$ cat src/rtl/core/fmsf_pkg.sv
// Package: shared types, constants and a saturating-add helper for the frame monitor.
package fmsf_pkg;

  localparam logic [15:0] HEADER_BYTES = 16'd16;
  localparam logic [15:0] SEQ_GAP_LIMIT = 16'hFFFF;
  localparam logic [15:0] CFG_RESET_BYTES = 16'd1024;
  localparam logic [31:0] CNT_MAX = 32'hFFFF_FFFF;

  typedef enum logic [1:0] {
    PT_UINT8 = 2'd0,
    PT_INT16 = 2'd1,
    PT_INT32 = 2'd2,
    PT_FLOAT = 2'd3
  } ptype_t;

  typedef enum logic {
    FN_HEADER = 1'b0,
    FN_SAMPLE = 1'b1
  } func_t;

  typedef struct packed {
    logic        func;
    logic [15:0] seq_no;
    logic [1:0]  elem_type;
    logic [15:0] frame_bytes;
    logic [31:0] sample;
  } in_item_t;

  typedef struct packed {
    logic        is_sample;
    logic [31:0] float_bits;
    logic [31:0] lost_frames;
    logic [31:0] bad_frames;
    logic [31:0] broken_frames;
  } out_item_t;

  // Saturating add of a 32-bit counter and a 16-bit increment.
  function automatic logic [31:0] sat_add(input logic [31:0] a, input logic [15:0] b);
    logic [32:0] s;
    s = {1'b0, a} + {17'd0, b};
    sat_add = s[32] ? CNT_MAX : s[31:0];
  endfunction

endpackage

$ cat src/rtl/core/fmsf_i2f.sv
// Integer to IEEE single conversion with round to nearest even.
module fmsf_i2f (
  input  logic [31:0] in_int,
  output logic [31:0] out_bits
);
  import fmsf_pkg::*;

  logic        sign;
  logic [31:0] mag;
  logic [4:0]  lz;
  logic [31:0] norm;
  logic [24:0] mant_rnd;
  logic        guard;
  logic        sticky;
  logic [7:0]  expo;

  // Sign and magnitude of the two's complement input.
  assign sign = in_int[31];
  assign mag  = sign ? (~in_int + 32'd1) : in_int;

  // Leading zero count of the magnitude.
  always_comb begin
    lz = 5'd0;
    for (int i = 0; i < 32; i++) begin
      if (mag[i]) lz = 5'(31 - i);
    end
  end

  // Normalize, round on guard/sticky, bump exponent on carry.
  always_comb begin
    norm     = mag << lz;
    guard    = norm[7];
    sticky   = |norm[6:0];
    mant_rnd = {1'b0, norm[31:8]} +
               {24'd0, guard & (sticky | norm[8])};
    expo     = 8'd158 - {3'd0, lz} + {7'd0, mant_rnd[24]};
    if (mag == 32'd0) begin
      out_bits = 32'd0;
    end else if (mant_rnd[24]) begin
      out_bits = {sign, expo, mant_rnd[23:1]};
    end else begin
      out_bits = {sign, expo, mant_rnd[22:0]};
    end
  end

endmodule

$ cat src/rtl/core/fmsf_hdr.sv
// Header checks: next values of the lost, bad and broken frame counters.
module fmsf_hdr (
  input  fmsf_pkg::in_item_t item,
  input  logic [15:0]        exp_bytes,
  input  logic               seen,
  input  logic [15:0]        last_cnt,
  input  logic [31:0]        lost_in,
  input  logic [31:0]        bad_in,
  input  logic [31:0]        broken_in,
  output logic [31:0]        lost_out,
  output logic [31:0]        bad_out,
  output logic [31:0]        broken_out
);
  import fmsf_pkg::*;

  logic [15:0] delta;
  logic [15:0] pay;
  logic        broken;

  // Gap in the counter sequence; only forward gaps under 65535 count.
  always_comb begin
    delta = item.seq_no - last_cnt;
    if (seen && item.seq_no > last_cnt && delta > 16'd1 && delta != SEQ_GAP_LIMIT)
      lost_out = sat_add(lost_in, delta - 16'd1);
    else
      lost_out = lost_in;
  end

  assign bad_out = (item.frame_bytes != exp_bytes) ? sat_add(bad_in, 16'd1) : bad_in;

  // Payload size consistency.
  always_comb begin
    pay = item.frame_bytes - HEADER_BYTES;
    unique case (ptype_t'(item.elem_type))
      PT_UINT8: broken = 1'b0;
      PT_INT16: broken = pay[0];
      default:  broken = |pay[1:0];
    endcase
    if (item.frame_bytes <= HEADER_BYTES) broken = 1'b1;
  end

  assign broken_out = broken ? sat_add(broken_in, 16'd1) : broken_in;

endmodule

$ cat src/rtl/core/frame_monitor_sample_to_float.sv
// Top level: frame monitor with sample to float conversion.
// Takes one transaction per cycle while in_stall is low and gives one result per
// transaction: an input register feeds a single combinational pass
// (header checks or integer-to-float conversion) into the result register,
// which a skid register backs when out_stall is asserted. The rate of one
// transaction per cycle is set by that one-pass datapath. Configuration is
// always ready; write it only while no transaction is in flight.
module frame_monitor_sample_to_float (
  input  logic                clk,
  input  logic                rst_n,
  input  logic                in_valid,
  output logic                in_stall,
  input  fmsf_pkg::in_item_t  in_data,
  output logic                out_valid,
  input  logic                out_stall,
  output fmsf_pkg::out_item_t out_data,
  input  logic                cfg_valid,
  output logic                cfg_ready,
  input  logic [15:0]         cfg_data
);
  import fmsf_pkg::*;

  logic [15:0] exp_bytes_r;
  logic        seen_r;
  logic [15:0] last_cnt_r;
  logic [1:0]  type_r;
  logic [31:0] lost_r, bad_r, broken_r;
  logic [31:0] lost_nxt, bad_nxt, broken_nxt;
  in_item_t    in_r;
  logic        in_v_r;
  out_item_t   res_nxt, res_r, skid_r;
  logic        res_v_r, skid_v_r;
  logic [31:0] conv_in, conv_out;
  logic        adv;

  assign cfg_ready = 1'b1;
  assign in_stall  = skid_v_r;
  // Stage advances unless the result slot is blocked.
  assign adv       = !(res_v_r && out_stall);

  // Input register.
  always_ff @(posedge clk) begin
    if (!rst_n) begin
      in_v_r <= 1'b0;
    end else if (!skid_v_r) begin
      in_v_r <= in_valid;
      in_r   <= in_data;
    end
  end

  // Sample widening per latched type.
  always_comb begin
    unique case (ptype_t'(type_r))
      PT_UINT8: conv_in = {24'd0, in_r.sample[7:0]};
      PT_INT16: conv_in = {{16{in_r.sample[15]}}, in_r.sample[15:0]};
      default:  conv_in = in_r.sample;
    endcase
  end

  fmsf_i2f u_i2f (.in_int(conv_in), .out_bits(conv_out));

  fmsf_hdr u_hdr (
    .item(in_r), .exp_bytes(exp_bytes_r), .seen(seen_r), .last_cnt(last_cnt_r),
    .lost_in(lost_r), .bad_in(bad_r), .broken_in(broken_r),
    .lost_out(lost_nxt), .bad_out(bad_nxt), .broken_out(broken_nxt)
  );

  // Result assembly.
  always_comb begin
    res_nxt.is_sample = in_r.func;
    if (in_r.func == FN_SAMPLE) begin
      res_nxt.float_bits    = (ptype_t'(type_r) == PT_FLOAT) ? in_r.sample : conv_out;
      res_nxt.lost_frames   = lost_r;
      res_nxt.bad_frames    = bad_r;
      res_nxt.broken_frames = broken_r;
    end else begin
      res_nxt.float_bits    = 32'd0;
      res_nxt.lost_frames   = lost_nxt;
      res_nxt.bad_frames    = bad_nxt;
      res_nxt.broken_frames = broken_nxt;
    end
  end

  // State update when a header is processed, and on configuration writes.
  always_ff @(posedge clk) begin
    if (!rst_n) begin
      exp_bytes_r <= CFG_RESET_BYTES;
      seen_r      <= 1'b0;
      last_cnt_r  <= 16'd0;
      type_r      <= 2'd0;
      lost_r      <= 32'd0;
      bad_r       <= 32'd0;
      broken_r    <= 32'd0;
    end else begin
      if (cfg_valid && cfg_ready) exp_bytes_r <= cfg_data;
      if (in_v_r && !skid_v_r && in_r.func == FN_HEADER) begin
        seen_r     <= 1'b1;
        last_cnt_r <= in_r.seq_no;
        type_r     <= in_r.elem_type;
        lost_r     <= lost_nxt;
        bad_r      <= bad_nxt;
        broken_r   <= broken_nxt;
      end
    end
  end

  // Result register with skid behind it.
  always_ff @(posedge clk) begin
    if (!rst_n) begin
      res_v_r  <= 1'b0;
      skid_v_r <= 1'b0;
    end else if (skid_v_r) begin
      if (!out_stall) begin
        res_r    <= skid_r;
        skid_v_r <= 1'b0;
      end
    end else if (adv) begin
      res_v_r <= in_v_r;
      res_r   <= res_nxt;
    end else if (in_v_r) begin
      skid_v_r <= 1'b1;
      skid_r   <= res_nxt;
    end
  end

  assign out_valid = res_v_r;
  assign out_data  = res_r;

  // Skid holds data only while the output is full.
  a_skid_full: assert property (@(posedge clk) disable iff (!rst_n)
    skid_v_r |-> res_v_r) else $error("skid valid with empty output");
  // No input is taken while the skid is occupied.
  a_no_take: assert property (@(posedge clk) disable iff (!rst_n)
    skid_v_r |-> in_stall) else $error("input taken with skid full");
  // The lost-frame counter never decreases.
  a_mono: assert property (@(posedge clk) disable iff (!rst_n)
    $past(rst_n) |-> lost_r >= $past(lost_r)) else $error("lost counter went back");

endmodule

$ cat config.mk
export PLATFORM = sky130hd
export DESIGN_NAME = frame_monitor_sample_to_float
export DESIGN_NICKNAME = d
export VERILOG_FILES = /design/src/rtl/core/fmsf_pkg.sv /design/src/rtl/core/fmsf_i2f.sv /design/src/rtl/core/fmsf_hdr.sv /design/src/rtl/core/frame_monitor_sample_to_float.sv
export SDC_FILE = /design/constraint.sdc
export NUM_CORES = 1
export LEC_CHECK = 0
export BUFFER_PORTS_ARGS = -buffer_cell sky130_fd_sc_hd__buf_2
export CORE_ASPECT_RATIO = 1.75
export CORE_MARGIN = 2
export CORE_UTILIZATION = 30
export CTS_CLUSTER_DIAMETER = 80
export CTS_CLUSTER_SIZE = 25
export DETAILED_ROUTE_END_ITERATION = 12
export PLACE_DENSITY = 0.46
export SYNTH_ARGS = -nofsm -noshare
export SYNTH_HDL_FRONTEND = slang
export SYNTH_SLANG_ARGS = --single-unit
$ cat constraint.sdc
create_clock -name clk -period 13.5 [get_ports clk]
set_input_delay 3.375 -clock clk [delete_from_list [all_inputs] [get_ports clk]]
set_output_delay 3.375 -clock clk [all_outputs]
set_load 0.1 [all_outputs]
==> qor.csv, run 1 <==
metric;value;unit
dp.cells;3998;
first_pass_iters;6;
ant_nets;0;
gp_congestion;0.998;
cts_tree;yes;
cpPeakStageDelay;0.73;ns
routedWlPerCell;25.6;um
synth_ff_type;edfxtp_1;
final_util;0.338;
powerDensity;123;mW/mm2
power_leakage;10.5;nW
crit_fanout;38;
fin_crit;8.89;ns
netlist_area;0.0264;mm2
num_vias;22700;
vias_per_cell;5.59;
drc;0;
post_cts_buffers;0;
avgSynthCellArea;9.64;um2
tns;0;ns
fillers;9046;
clk_latency;0.63;ns
cts_resized;0;
drt_iter0_markers;1836;
drv_slew;0;
synth_top_area_frac;0.369;
drive_gt1_frac;0.177;
syn_inst;2740;
path_cells;inv_1, ha_1, nor2b_1, and4_1, nand2_1, a211oi_1, buf_4, nor2b_1, o31ai_1, a21o_1, nor2_4, buf_4, inv_2, a2111oi_2, o21ai_0, and2_1, or4_1, nor4b_1, nor2b_1, nand3_1, o21ai_0, o21ai_0;
clock_sinks;459;
drv_cap;0;
slowest_stage;o21ai_0;
max_freq;0.113;GHz
core_area;0.0877;mm2
hold_viol_final;0;
antenna_found_initial;13;
ys_ff_latch;459;
cts-hold-fix-buffers;0;
worstHoldPathType;reg -> reg;
dieArea;0.0906;mm2
ys_top_cells_by_area;edfxtp_1, dfxtp_1, mux2_2;
place_ws;4.78;ns
cp.required;13.83;ns
grt_max_degree;67;
crit_family;simple AND/OR/NAND/NOR gates;
start_util;0.301;
fp.dieH;397;um
multiInputGateArea;0.0131;mm2
grt-ovfl-total;0;
period_share;0.658;
synth_edf_count;325;
cts_buffers;28;
instances_no_fill;4056;
critPathLaunchType;flop;
synth_warnings;0;
dp_hpwl;78.5;mm
yosysTopAreaCell;edfxtp_1;
synth.distinct_cells;96;
holdWs;0.459;ns
path_buf_inv;4;
cts_max_path_buffers;3;
ir_worst_vdd;0.0950;mV
cts_root_buffer;clkbuf_16;
area_growth;12.2;%
syn_nets;2871;
worstSetupPathType;reg -> reg;
grtUsageTotal;0.222;
setup_viol;0;
cp.arrival;9.22;ns
grt_pass1_vias;22400;
ios;220;
htreeDepth;1;
async_flop_share;0;
maxSlewHeadroom;0.117;
rsz0062_at_grt;false;
register_area;0.0124;mm2
portBuffers;218;
clk_pin_slew;0.11;ns
rows;144;
worst_slack;4.61;ns
clock_skew;0.0419;ns
fin_nets;2991;
status;completed;
die_x;228;um
drt-total-wl;104;mm
end_kind;flop;
worst_slew_pin_slew;1.31;ns
grt_pass1_wl;151;mm
ys_seq_area_frac;0.471;
-- logic make-up (layout without fill, tap and decap cells) --
family,count (synthesis),in the layout,synth area share
AOI/OAI and AO/OA,727,727,0.189
xor gates and xnor gates,91,91,0.0302
adders and majority gates,43,43,0.0209
buffers and inverters,238,380,0.0364
DFF,459,459,0.471
muxes,185,185,0.0759
other,1,7,0.000142
and+or+nand+nor,996,996,0.177
-- worst reg2reg max path: stages (launching register included) --
cell and delay (ns):
edfxtp_1 0.63, inv_1 0.27, ha_1 0.36, nor2b_1 0.57
and4_1 0.61, nand2_1 0.14, a211oi_1 0.59, buf_4 0.28
nor2b_1 0.19, o31ai_1 0.10, a21o_1 0.24, nor2_4 0.10
buf_4 0.37, inv_2 0.45, a2111oi_2 0.74, o21ai_0 0.24
and2_1 0.25, or4_1 0.51, nor4b_1 0.45, nor2b_1 0.30
nand3_1 0.21, o21ai_0 0.73, o21ai_0 0.26
-- power breakdown --
group | switching (mW) | internal (mW) | total [mW]
Clock | 0.556 | 0.427 | 0.983
Sequential | 0.0470 | 1.57 | 1.61
Combinational | 0.782 | 0.268 | 1.05
Total | 1.38 | 2.26 | 3.64
-- path summary, 6_finish.rpt --
path,depth (start not counted),endpoint,slack [ns],start
max,22,out_data[100],4.61,in_r[0]
min,2,last_cnt_r[2],0.46,last_cnt_r[2]
min reg2reg,2,last_cnt_r[2],0.46,last_cnt_r[2]
max reg2reg,22,out_data[100],4.61,in_r[0]
-- metal layers --
| metal | vias up | GRT usage | wire, um |
|---|---|---|---|
| met3 | 314 | 0.0227 | 4640 |
| met1 | 10900 | 0.232 | 36900 |
| met2 | 902 | 0.407 | 52900 |
| met5 | - | 0 | 37 |
| li1 | 10500 | - | - |
| met4 | 6 | 0.175 | 9320 |
-- area by class of cell --
type,count,share of cell area
diodes,6,0.000506
clock buffers,37,0.0255
clock inverters,15,0.00701
inverters,64,0.00823
multi-input cells,2043,0.441
flip-flops and latches,459,0.420
well taps,1168,0.0493
repair buffers,264,0.0485
-- layout by cell type (no fill, tap or decap), types with 13 or more instances in the layout --
cell	instances
a21oi_1	193
nand2_1	258
nor2_1	320
clkbuf_16	29
nand4_1	32
dfxtp_1	133
o31ai_1	32
o21a_1	24
or2_2	18
o22ai_1	15
a31oi_1	45
inv_1	61
a211oi_1	37
nand3_1	95
a311oi_1	18
o21ai_0	116
xnor2_1	46
mux2_2	123
o22a_1	22
nor2b_1	13
and3_1	31
buf_2	218
edfxtp_1	325
xor2_1	45
and2_1	20
a21o_1	19
nand2b_1	23
nor3_1	80
buf_4	46
ha_1	41
mux2i_1	62
o221a_2	25
a22oi_1	30
nor4_1	32
or3_1	20
-- synth_stat cells (13+ instances only) --
cell        n
edfxtp_1  325
nor2_1    325
nand2_1   258
a21oi_1   194
clkbuf_1  139
dfxtp_1   134
mux2_2    123
o21ai_0   116
nand3_1    96
nor3_1     80
mux2i_1    62
inv_1      61
xnor2_1    46
a31oi_1    45
xor2_1     45
ha_1       41
a211oi_1   37
nand4_1    32
nor4_1     32
o31ai_1    32
and3_1     31
a22oi_1    30
o221a_2    25
o21a_1     24
nand2b_1   23
o22a_1     22
and2_1     20
or3_1      20
a21o_1     19
a311oi_1   18
or2_2      18
o22ai_1    15
buf_1      13
buf_2      13
nor2b_1    13
-- sequential cells by signal (all words and copies together) (netlist names), 2 cells and up --
| signal | flops |
|---|---|
| type_r | 2 |
| lost_r | 32 |
| out_data | 129 |
| bad_r | 32 |
| last_cnt_r | 16 |
| exp_bytes_r | 16 |
| in_r | 67 |
| broken_r | 32 |
| skid_r | 129 |
-- metrics by stage --
step                      instance area (um2)  total power [mW]
final                                   29600              3.64
after global routing                    29600              3.78
after CTS                               29600              3.68
after detailed placement                28700              2.68
after global placement                  28700              2.69
after floorplan                         26400              2.34
Power figures use the tool's default switching activity.
==> run 2, diff against run 1 <==
--- a/config.mk
+++ b/config.mk
@@ -5,6 +5,7 @@
 export SDC_FILE = /design/constraint.sdc
 export NUM_CORES = 1
 export LEC_CHECK = 0
+export ABC_AREA = 1
 export BUFFER_PORTS_ARGS = -buffer_cell sky130_fd_sc_hd__buf_2
 export CORE_ASPECT_RATIO = 1.75
 export CORE_MARGIN = 2
==> constraint.sdc (replaced) <==
create_clock -name clk -period 8.2 [get_ports clk]
set_input_delay 2.05 -clock clk [delete_from_list [all_inputs] [get_ports clk]]
set_output_delay 2.05 -clock clk [all_outputs]
set_load 0.1 [all_outputs]
==> run 2 against run 1 <==
Effect of this change:
- combinational power grew to 2.6 times the previous value
- final cell count is 16% higher
- clock power increased by 76%
- flip-flop and latch count did not move
- non-clock buffer count down 15
- critical path depth up 16
- die area shrank 0.28%
- clock skew down 0.010 ns
- synthesized cell count is 24% higher
- utilization rose by 0.23 points
- via count fell by 1.3%
- sequential share of layout area increased by 0.10 points
==> qor.csv, run 2 <==
metric;value;unit
setup_viol;0;
maxSlewHeadroom;0.254;
place_ws;1.42;ns
ys_ff_latch;459;
syn_nets;3519;
powerDensity;243;mW/mm2
drt_iter0_markers;1265;
end_kind;flop;
cts_buffers;29;
rows;143;
worstHoldPathType;reg -> reg;
clk_pin_slew;0.10;ns
clock_skew;0.0316;ns
period_share;0.834;
grt-ovfl-total;0;
htreeDepth;1;
fin_nets;3656;
synth_ff_type;edfxtp_1;
rrSetupSlack;1.36;ns
async_flop_share;0;
post_cts_buffers;0;
drive_gt1_frac;0.117;
gp_congestion;0.929;
portBuffers;218;
multiInputGateArea;0.0117;mm2
drv_slew;0;
fin_crit;6.84;ns
netlist_area;0.0263;mm2
cp.arrival;7.36;ns
layout_commonest_cell;nand2_1;
instances_no_fill;4709;
first_pass_iters;6;
grt_pass1_wl;128;mm
drv_cap;0;
core_area;0.0870;mm2
ant_nets;0;
yosysTopAreaCell;edfxtp_1;
synth_top_area_frac;0.370;
syn_inst;3388;
drc;0;
cts-hold-fix-buffers;0;
worstSetupPathType;reg -> reg;
grt_pass1_vias;22100;
area_growth;12.3;%
ir_worst_vdd;0.168;mV
routedWlPerCell;17.5;um
rsz0062_at_grt;false;
ys_top_cells_by_count;nand2_1, inv_1, edfxtp_1, o21ai_0, nand3_1;
final_cell_mix;nand2_1, inv_1, edfxtp_1;
crit_fanout;17;
fillers;9362;
dp.cells;4654;
antenna_found_initial;2;
cts_tree;yes;
synth_warnings;0;
worst_slew_pin_slew;1.12;ns
ys_seq_area_frac;0.472;
drt-total-wl;82.5;mm
cts_root_buffer;clkbuf_16;
grt_max_degree;222;
synth_edf_count;325;
grtUsageTotal;0.179;
cpPeakStageDelay;0.45;ns
clk_latency;0.66;ns
cts_max_path_buffers;3;
tns;0;ns
cts_resized;0;
vias_per_cell;4.75;
synth.distinct_cells;63;
dp_hpwl;59.1;mm
dpl-instance-area;0.0285;mm2
worst_slack;1.36;ns
die_x;228;um
slowest_stage;edfxtp_1;
start_util;0.303;
cp.required;8.72;ns
power_leakage;12.9;nW
clock_sinks;459;
avgSynthCellArea;7.78;um2
max_freq;0.146;GHz
synth.most_common_cell;nand2_1;
ios;220;
critPathLaunchType;flop;
status;completed;
path_common_cell;nand2_1;
register_area;0.0124;mm2
num_vias;22400;
hold_viol_final;0;
dieArea;0.0903;mm2
final_area;0.0296;mm2
ys_top_cells_by_area;edfxtp_1, nand2_1, dfxtp_1;
fp.dieH;396;um
run 2: changes by cell type after synthesis, moves of 31 or more:
cell,change
a31oi_1,-41
o21ai_0,+202
a211oi_1,-36
clkbuf_1,-59
nor2_1,-156
mux2_2,-123
nand3_1,+187
nand2_1,+751
xor2_1,+32
inv_1,+320
nor3_1,-31
mux2i_1,-62
run 2: metrics by stage:
stage,power (mW),util,hold WS (ns)
after global routing,7.64,0.340,0.487
after detailed placement,5.52,0.328,0.453
final,7.19,0.340,0.462
after floorplan,4.83,-,0.435
after global placement,5.54,0.328,0.448
after CTS,7.30,0.340,0.467
run 2: report_power, final:
group	total, mW	leakage (nW)	internal [mW]	switching [mW]
registers	2.74	4.15	2.66	0.0745
clock network	1.73	0.507	0.758	0.968
logic	2.73	8.24	0.667	2.06
run 2: logic make-up (layout without fill, tap and decap cells):
| logic type | after synthesis | in the layout | synth area share |
|---|---|---|---|
| AOI/OAI and AO/OA | 561 | 561 | 0.112 |
| and+or+nand+nor | 1675 | 1675 | 0.276 |
| DFF | 459 | 459 | 0.472 |
| other | 1 | 2 | 0.000142 |
| adders and majority gates | 43 | 43 | 0.0210 |
| buffers and inverters | 548 | 708 | 0.0838 |
| xor gates and xnor gates | 101 | 101 | 0.0349 |
run 2: final timing paths:
kind / from / to / depth (start not counted)
setup / recovery: in_r[3] / out_data[120] / 38
hold / removal: last_cnt_r[8] / last_cnt_r[8] / 2
setup reg to reg: in_r[3] / out_data[120] / 38
hold reg to reg: last_cnt_r[8] / last_cnt_r[8] / 2
run 2: worst max-delay path, delay by kind of cell, from the launching register on:
family,cells,cell delay [ns]
fa+ha+maj,3,0.73
xor+xnor,1,0.26
compound gates,2,0.23
flops,1,0.45
buf+inv,4,0.54
simple gates,28,4.45
run 2: routing by layer:
metal	global-route usage	vias up	wire length [um]
li1	-	11500	-
met3	0.0170	127	2600
met1	0.205	10400	33700
met5	0	-	13
met2	0.335	382	42300
met4	0.0825	2	3890
run 2: area by class of cell:
| cell class | count | area share |
|---|---|---|
| diodes | 1 | 0.0000846 |
| clock inverters | 17 | 0.00825 |
| multi-input cells | 2381 | 0.397 |
| inverters | 405 | 0.0520 |
| clock buffers | 37 | 0.0273 |
| well taps | 1160 | 0.0491 |
| flip-flops and latches | 459 | 0.421 |
| repair buffers | 249 | 0.0460 |
==> run 3, diff against run 2 <==
--- a/config.mk
+++ b/config.mk
@@ -5,7 +5,7 @@
 export SDC_FILE = /design/constraint.sdc
 export NUM_CORES = 1
 export LEC_CHECK = 0
-export ABC_AREA = 1
+export ABC_AREA = 0
 export BUFFER_PORTS_ARGS = -buffer_cell sky130_fd_sc_hd__buf_2
 export CORE_ASPECT_RATIO = 1.75
 export CORE_MARGIN = 2
==> constraint.sdc (replaced) <==
create_clock -name clk -period 6.7 [get_ports clk]
set_input_delay 1.675 -clock clk [delete_from_list [all_inputs] [get_ports clk]]
set_output_delay 1.675 -clock clk [all_outputs]
set_load 0.1 [all_outputs]
==> run 3 against run 2 <==
Effect of this change:
- global-route usage increased by 4.4 points
- critical path depth decreased by 16
- maximum frequency increased by 5.9%
- die area increased by 0.28%
- clock skew decreased by 0.0059 ns
- routed wire length increased by 26%
- register-to-register slack got worse by 1.1 ns
- setup slack got worse by 1.1 ns
- design area increased by 9.8%
- flip-flop and latch count unchanged
- first-iteration DRC count increased by 30%
- hold slack got worse by 0.0034 ns
==> qor.csv, run 3 (same netlist as run 1, synthesis figures left out) <==
metric;value;unit
status;completed;
portBuffers;218;
ir_worst_vdd;0.206;mV
worstHoldPathType;reg -> reg;
instances_no_fill;4381;
dp.cells;4317;
clock_sinks;459;
num_vias;23700;
cts_buffers;28;
drive_gt1_frac;0.276;
hold-path-endpoint;last_cnt_r[15];
rows;144;
hold_viol_final;0;
holdWs;0.459;ns
ant_nets;0;
min_path_cells;2;
drt-total-wl;104;mm
fin_nets;3315;
dp_hpwl;81.4;mm
first_pass_iters;8;
power_leakage;12.2;nW
cp.required;7.09;ns
r2r-start;in_r[2];
worstSetupPathType;reg -> reg;
routedWlPerCell;23.8;um
start_util;0.301;
period_share;0.964;
cp.arrival;6.85;ns
drt_iter0_markers;1643;
setup_viol;0;
power;7.83;mW
area_growth;22.9;%
fin_crit;6.46;ns
cts_root_buffer;clkbuf_16;
die_x;228;um
max_freq;0.155;GHz
grt_max_degree;93;
gp_congestion;0.968;
hp-start;last_cnt_r[15];
crit_fanout;7;
ios;220;
rrSetupSlack;0.24;ns
drc;0;
tns;0;ns
grt_pass1_vias;23500;
worst_slew_pin_slew;1.12;ns
drv_slew;0;
end_kind;flop;
r2r_end;out_data[96];
fp.dieH;397;um
cts_max_path_buffers;3;
powerDensity;241;mW/mm2
antenna_found_initial;11;
core_area;0.0877;mm2
vias_per_cell;5.40;
dieArea;0.0906;mm2
critPathLaunchType;flop;
clk_pin_slew;0.10;ns
cts_tree;yes;
layout_commonest_cell;buf_4;
worst-r2r-cell-count;22;
grt_pass1_wl;152;mm
maxSlewHeadroom;0.255;
drv_cap;0;
grtUsageTotal;0.223;
grt-ovfl-total;0;
final_cell_mix;buf_4, edfxtp_1, nor2_1;
clk_latency;0.63;ns
clock_skew;0.0257;ns
htreeDepth;1;
-- run 3: changes by cell type in the layout (fill, tap and decap cells not counted), sizes merged, moves of 137 or more --
| cell | change |
|---|---|
| buf | +339 |
| inv | -339 |
| nand2 | -775 |
| nand3 | -200 |
| nor2 | +137 |
| o21ai | -209 |
-- run 3: timing repair --
action / in CTS / in global routing
endpoints found under the hold margin: 0 / 0
setup endpoints to repair: 0 / 92
setup buffers: 0 / 5
hold buffers: 0 / 0
gates resized for setup: 0 / 69
-- run 3: worst max-delay path, cell delays in order (launching register included) --
cell      delay [ns]
edfxtp_1        0.39
or4_1           0.54
buf_4           0.16
or2_4           0.28
buf_4           0.15
o311a_1         0.34
or3b_2          0.54
a22o_1          0.26
a31o_2          0.25
o21ai_4         0.12
buf_6           0.16
buf_4           0.12
mux2i_1         0.24
mux2i_1         0.26
o21a_1          0.26
or4_4           0.52
buf_4           0.16
or3_1           0.43
nor4_4          0.26
buf_4           0.19
mux2i_1         0.20
o21ai_1         0.10
mux2_2          0.27
-- run 3: through the flow --
stage | util | setup WS, ns | area, um2
2_1_floorplan | - | 0.308 | 26400
3_3_place_gp | 0.355 | 0.0146 | 31100
3_5_place_dp | 0.355 | 0.0531 | 31100
4_1_cts | 0.366 | 0.0197 | 32100
5_1_grt | 0.370 | -0.0189 | 32500
6_report | 0.370 | 0.242 | 32500
-- run 3: how the worst max path moves through the flow --
| stage | startpoint | to | slack, ns | depth (start not counted) |
|---|---|---|---|---|
| final | in_r[2] | out_data[96] | 0.24 | 22 |
| after global routing | in_r[1] | out_data[123] | -0.02 | 26 |
| after CTS | in_r[50] | out_data[89] | 0.02 | 27 |
| after detailed placement | type_r[0] | out_data[96] | 0.05 | 22 |
| after global placement | type_r[0] | out_data[120] | 0.01 | 26 |
| after floorplan | in_r[0] | out_data[97] | 0.31 | 29 |
-- run 3: layer usage --
layer / share of wire / GRT usage
met5: 0.00012 / 0
met1: 0.35 / 0.229
met3: 0.043 / 0.0248
met2: 0.53 / 0.426
met4: 0.074 / 0.141
-- run 3: cell type report --
cell class / count / area [um2]
Clock inverter: 14 / 224
Timing Repair Buffer: 588 / 3960
Clock buffer: 38 / 781
Inverter: 64 / 244
Antenna cell: 7 / 17.5
Sequential cell: 459 / 12400
Fill cell: 8879 / 55300
Tap cell: 1168 / 1460
Multi-Input combinational cell: 2043 / 13300
-- run 3: where the power goes --
group	switching (mW)	internal, mW
combinational	1.66	0.892
sequential	0.0676	3.15
clock	1.13	0.922
total	2.86	4.97
